<file path="src/design/complex_arithmetic_unit_macros.svh">
// assertion macros for the complex arithmetic unit
`ifndef COMPLEX_ARITHMETIC_UNIT_MACROS_SVH
`define COMPLEX_ARITHMETIC_UNIT_MACROS_SVH

// same-cycle implication, sampled on clk_i, off while in reset
`define CAU_ASSERT_IMPL(lbl, ante, cons) \
  lbl: assert property (@(posedge clk_i) disable iff (!rst_ni) (ante) |-> (cons)) \
    else $error("cau check failed");

// next-cycle implication, sampled on clk_i, off while in reset
`define CAU_ASSERT_NEXT(lbl, ante, cons) \
  lbl: assert property (@(posedge clk_i) disable iff (!rst_ni) (ante) |=> (cons)) \
    else $error("cau check failed");

`endif

</file>
<file path="src/design/cau_pkg.sv">
package cau_pkg;

  localparam int unsigned FRAC_BITS_DEF   = 16;
  localparam int unsigned DIV_STEPS       = 33;
  localparam int unsigned SQRT_STEPS      = 32;
  localparam int unsigned STEPS_PER_STAGE = 2;
  localparam int unsigned ITER_STAGES     =
    (DIV_STEPS + STEPS_PER_STAGE - 1) / STEPS_PER_STAGE;

  typedef enum logic [2:0] {
    OP_EQ  = 3'd0,
    OP_ADD = 3'd1,
    OP_SUB = 3'd2,
    OP_MUL = 3'd3,
    OP_DIV = 3'd4,
    OP_MAG = 3'd5
  } cau_op_e;

  typedef enum logic [1:0] {
    ST_OK   = 2'd0,
    ST_SAT  = 2'd1,
    ST_DIV0 = 2'd2
  } cau_status_e;

  // per-item data that rides along the iteration stages untouched
  typedef struct packed {
    logic [2:0]  func;
    logic [31:0] fix_re;
    logic [31:0] fix_im;
    logic        fix_sat;
    logic        eq;
    logic        neg_re;
    logic        neg_im;
    logic        ovf_re;
    logic        ovf_im;
    logic        div0;
  } cau_side_t;

  typedef struct packed {
    logic [63:0] rem;
    logic [32:0] quo;
    logic [32:0] tail;
  } cau_div_lane_t;

  typedef struct packed {
    cau_div_lane_t re;
    cau_div_lane_t im;
    logic [63:0]   den;
    logic [63:0]   sq_src;
    logic [33:0]   sq_rem;
    logic [31:0]   sq_root;
    cau_side_t     side;
  } cau_iter_t;

  // saturate sign and magnitude to 32-bit two's complement, flag in msb
  function automatic logic [32:0] sat32(input logic neg, input logic [63:0] mag);
    logic [31:0] v;
    logic        f;
    f = 1'b0;
    if (neg) begin
      if (mag > 64'h8000_0000) begin
        v = 32'h8000_0000;
        f = 1'b1;
      end else begin
        v = 32'(64'd0 - mag);
      end
    end else if (mag > 64'h7FFF_FFFF) begin
      v = 32'h7FFF_FFFF;
      f = 1'b1;
    end else begin
      v = mag[31:0];
    end
    return {f, v};
  endfunction

endpackage

</file>
<file path="src/design/cau_iter_stage.sv">
module cau_iter_stage import cau_pkg::*; #(
  parameter int unsigned FirstStep = 0
) (
  input  logic      clk_i,
  input  logic      rst_ni,
  input  logic      en_i,
  input  logic      valid_i,
  input  cau_iter_t data_i,
  output logic      valid_o,
  output cau_iter_t data_o
);

  logic      valid_q;
  cau_iter_t data_q;
  cau_iter_t data_d;

  // one restoring division step
  function automatic cau_div_lane_t div_step(input cau_div_lane_t l,
                                             input logic [63:0] den);
    logic [64:0]   r;
    cau_div_lane_t o;
    o      = l;
    r      = {l.rem, l.tail[32]};
    o.tail = {l.tail[31:0], 1'b0};
    if (r >= {1'b0, den}) begin
      r     = r - {1'b0, den};
      o.quo = {l.quo[31:0], 1'b1};
    end else begin
      o.quo = {l.quo[31:0], 1'b0};
    end
    o.rem = r[63:0];
    return o;
  endfunction

  always_comb begin
    logic [35:0] r2;
    logic [35:0] tr;
    data_d = data_i;
    r2     = '0;
    tr     = '0;
    for (int s = 0; s < STEPS_PER_STAGE; s++) begin
      if (FirstStep + s < DIV_STEPS) begin
        data_d.re = div_step(data_d.re, data_d.den);
        data_d.im = div_step(data_d.im, data_d.den);
      end
      if (FirstStep + s < SQRT_STEPS) begin
        // digit-by-digit square root, two radicand bits per step
        r2 = {data_d.sq_rem, data_d.sq_src[63:62]};
        tr = {2'b00, data_d.sq_root, 2'b01};
        data_d.sq_src = {data_d.sq_src[61:0], 2'b00};
        if (r2 >= tr) begin
          r2 = r2 - tr;
          data_d.sq_root = {data_d.sq_root[30:0], 1'b1};
        end else begin
          data_d.sq_root = {data_d.sq_root[30:0], 1'b0};
        end
        data_d.sq_rem = r2[33:0];
      end
    end
  end

  always_ff @(posedge clk_i or negedge rst_ni) begin
    if (!rst_ni) begin
      valid_q <= 1'b0;
    end else if (en_i) begin
      valid_q <= valid_i;
    end
  end

  always_ff @(posedge clk_i) begin
    if (en_i) begin
      data_q <= data_d;
    end
  end

  assign valid_o = valid_q;
  assign data_o  = data_q;

endmodule

</file>
<file path="config.mk">
export PLATFORM = sky130hd
export DESIGN_NAME = cau_iter_stage
export DESIGN_NICKNAME = d
export VERILOG_FILES = /design/src/design/complex_arithmetic_unit_macros.svh /design/src/design/cau_pkg.sv /design/src/design/cau_iter_stage.sv
export SDC_FILE = /design/constraint.sdc
export NUM_CORES = 1
export LEC_CHECK = 0
export BUFFER_PORTS_ARGS = -buffer_cell sky130_fd_sc_hd__buf_2
export CAP_MARGIN = 10
export CORE_AREA = 5 5 405 407
export CTS_CLUSTER_SIZE = 25
export DETAILED_ROUTE_END_ITERATION = 8
export DIE_AREA = 0 0 410 412
export PLACE_DENSITY = 0.44
export SYNTH_ARGS = -nofsm -noshare
export SYNTH_HDL_FRONTEND = slang
export SYNTH_SLANG_ARGS = --single-unit
export TNS_END_PERCENT = 20
</file>
<file path="constraint.sdc">
create_clock -name clk_i -period 0.8 [get_ports clk_i]
set_input_delay 0.04 -clock clk_i [delete_from_list [all_inputs] [get_ports clk_i]]
set_output_delay 0.04 -clock clk_i [all_outputs]
set_load 0.01 [all_outputs]
</file>
==> Yosys cells after proc, flatten, opt, wreduce, memory -nomap -nowiden <==
Cells that the tools add are included.
W data, S select, Z words.
{ "totals": {"ff_bits": 521, "latchBits": 0, "mem_bits_rw": 0, "mem_bits_ro": 0, "input_bits": 532, "out_inout_bits": 529, "word_cells": 45, "memories": 0} }
{ "classes": {"add_sub_neg": 6, "mul": 0, "div": 0, "n_lt_le_gt_ge": 6, "n_eq_ne": 0, "shifts": 0, "muxes": 12, "bitwise": 0, "n_reduce_logical": 0} }
{ "ops": {"columns": ["operator", "n"], "rows": [
  ["$ge A65 B64 Y1", 4],
  ["$mux W64", 4],
  ["$sub A64 B64 Y64", 4],
  ["$ge A36 B34 Y1", 2],
  ["$mux W34", 2],
  ["$sub A34 B34 Y34", 2],
  ["$mux W1", 6]
]} }

==> Depth between registers and ports, before layout <==
{ "logic_depth": {"ltp_word": 4, "mapped_depth": 33, "depth_no_buf": 30} }

==> Worst setup path after synthesis <==
Ideal clock, no wire load.
{ "synth_timing": {"path_type": "input to register", "start": "input data_i[218] in the netlist's numbering", "end": "register data_q (netlist bit data_o[389]), data pin", "setup_ps": 262, "t_arrival_ps": 5966, "required_ps": 538, "setup_slack_ps": -5428, "path_stages": 31, "path_buffers": 5, "cell_sequence": "inv_1 -> ha_1 -> clkbuf_1 -> a21oi_2 -> a21boi_1 -> o32ai_1 -> a31oi_1 -> a32oi_1 -> a21oi_1 -> a21o_1 -> a41o_1 -> a311o_1 -> clkbuf_1 -> clkbuf_1 -> nor2_1 -> a21oi_1 -> ha_1 -> and3_1 -> nand2_1 -> or3_1 -> or3b_2 -> a21oi_1 -> o21ai_0 -> a21oi_1 -> o211ai_1 -> a21boi_0 -> o21ai_0 -> o2111ai_2 -> buf_4 -> buf_6 -> mux2_1"} }
{ "synth_lines": {"columns": ["item", "line_no", "text"], "rows": [
  ["start, declared", "cau_iter_stage.sv:8", "input cau_iter_t data_i,"],
  ["end signal, assigned", "cau_iter_stage.sv:72", "data_q <= data_d;"],
  ["end, declared", "cau_iter_stage.sv:14", "cau_iter_t data_q;"]
]} }

==> results.tsv <==
metric	value	unit
critPathMaxStageDelay	490	ps
ir_worst_vdd	1740	µV
powerDensity	2200	mW/mm²
final_util	43.2	%
num_rows	147	
core_area	0.160	mm²
die_area	0.169	mm²
synth_top_area_share	41.6	%
die-height	412	µm
yosysMostFrequentCell	edfxtp_1	
fin_crit_sh	733	%
gr-total-overflow	0	
place_hpwl	173000	µm
hold_violations	41	
grt_pass1_wl	297000	µm
arrival	6290	ps
path_class	input pin to flip-flop	
gp_congestion	0.923	
root_buffer	clkbuf_16	
synthCells	3840	
fillCellCount	15686	
layout_min_cycle_time	5870	ps
ys_top_cells_by_area	edfxtp_1 42%, ha_1 11%, a21oi_1 5.6%	
register_area	0.0156	mm²
vias	42481	
slew_headroom	51.7	%
clkLatencyLatePin	670	ps
status	complete, but fails checks	
rsz0062_at_grt	true	
grt_pass1_vias	43550	
worstPathRequired	1220	ps
drcViolationCount	0	
antenna_found_initial	59	
yosysTopAreaCell	edfxtp_1	
drt_iter0_drc	2325	
multi_input_area	0.0239	mm²
finalSetupViolations	727	
initial_core_util	23.5	%
cts_sinks	521	
cts_hold_buf	386	
path_clk_slew	60	ps
cts_buffer_depth	3	
cts_tree	yes	
synth.avg_cell_area	9.77	µm²
wl_per_cell	23.6	µm
hold_class	input pin to flip-flop	
cp-end-kind	flip-flop	
failed_checks	hold timing, setup timing	
yosysWarnings	0	
synth_edf_count	520	
p_leak	31.8	nW
yosysSeqAreaShare	41.7	%
ys_types	103	
ant_nets	0	
worst_hold_slack	-153	ps
yosys_most_used_dff	edfxtp_1	
setup_ws	-5070	ps
worstPathMaxFanout	13	
nNetsFinal	7796	
viasPerCell	4.67	
dp.cells	8390	
design_power_total	152	mW
synth_seq_cells	521	
grt_max_degree	63	
drive_gt1_share	50.8	%
area_delta_synth_final	84.1	%
cts-buffers-inserted	73	
fin_skew	0	ps
maxCapViolations	0	
startpoint_type	input pin	
portBuffers	1048	
synth_common_cells	520 x edfxtp_1, 423 x a21oi_1, 329 x nor2_1, 325 x nand2_1, 324 x ha_1	
stdcell_count	9101	
cts_max_level	3	
worst_pin_slew	722	ps
io_pins	1061	
first_pass_iters	5	
fmax	170	MHz
wl	215000	µm
synth_area	0.0375	mm²
ys_async_sr_fraction	0.192	%
die_width	410	µm
grt_util_all_layers	24.0	%
cp_slowest_cell	a311o_2	
tns	-1040400	ps
drv_slew	0	
[path summary, 6_finish.rpt]
check,endpoint,from,depth (start not counted),slack [ps]
setup / recovery,data_o[386],data_i[222],33,-5070
hold / removal,data_o[470],data_i[468],4,-150
setup reg to reg,valid_o,valid_o,1,60
hold reg to reg,valid_o,valid_o,1,510
max in group asynchronous,valid_o,rst_ni,3,490
min in group asynchronous,valid_o,rst_ni,3,210
[power breakdown]
part           total (mW)  switching (mW)  internal, mW
Combinational        78.8            38.6          40.2
Clock                34.6            14.4          20.3
Sequential           38.3            2.14          36.1
[registers in the layout, indices dropped and copies added, names as in the netlist]
name / flops
data_o: 520
valid_o: 1
[through the flow]
| stage | instance area (µm²) | worst slack (ps) |
|---|---|---|
| 2_1_floorplan | 38200 | -4910 |
| 3_3_place_gp | 57300 | -6350 |
| 3_5_place_dp | 57300 | -6320 |
| 4_1_cts | 67300 | -4790 |
| 5_1_grt | 69100 | -5230 |
| 6_report | 69100 | -5070 |
[cell usage in the layout (no fill, tap or decap), types with 106 or more instances in the layout]
| cell | instances |
|---|---|
| a21oi_1 | 320 |
| nand2_1 | 286 |
| buf_4 | 1619 |
| edfxtp_1 | 520 |
| dlygate4sd3_1 | 385 |
| xnor2_1 | 181 |
| nor2_1 | 282 |
| a21o_1 | 187 |
| ha_1 | 241 |
| o21ai_0 | 148 |
| inv_1 | 167 |
| xor2_1 | 106 |
| buf_2 | 1031 |
[repair_timing]
action	4_1_cts	5_1_grt
cloned	18	8
hold endpoints to repair	521	44
setup buffers	103	62
pin swaps	158	124
endpoints found under the setup margin	689	719
resized for setup	523	279
[area by class of cell]
type	instances	area share (%)
multi-input cells	2974	34.7
diodes	21	0.0761
repair buffers	3170	34.0
flip-flops and latches	521	22.6
well taps	2086	3.78
clock inverters	53	0.906
inverters	196	1.18
clock buffers	80	2.73
[routing by layer]
layer	track usage (%)	vias to the layer above	wire length (µm)
li1	-	20460	-
met1	29.0	20426	87000
met2	42.9	1263	106000
met3	5.00	292	14000
met4	7.13	40	7320
met5	0	-	261
[critical path: cells and delay by family]
kind	cells	cell delay, ps
and+or+nand+nor	2	290
buffers and inverters	8	1130
AOI/OAI and AO/OA	20	4100
muxes	1	290
adders and majority gates	2	430
[cells by family (layout without fill, tap and decap cells)]
logic type | after synthesis | after routing | synth area share [%]
AO/OA/AOI/OAI | 1174 | 1174 | 19.9
AND/OR/NAND/NOR | 1051 | 1051 | 13.0
flip-flops | 521 | 521 | 41.7
buffers and inverters | 352 | 3499 | 3.92
adder cells (fa/ha/maj) | 328 | 328 | 11.0
XOR/XNOR | 288 | 288 | 6.72
multiplexers | 125 | 125 | 3.80
other | 1 | 29 | 0.0100
Note: power is estimated with default switching activity, not from simulation.
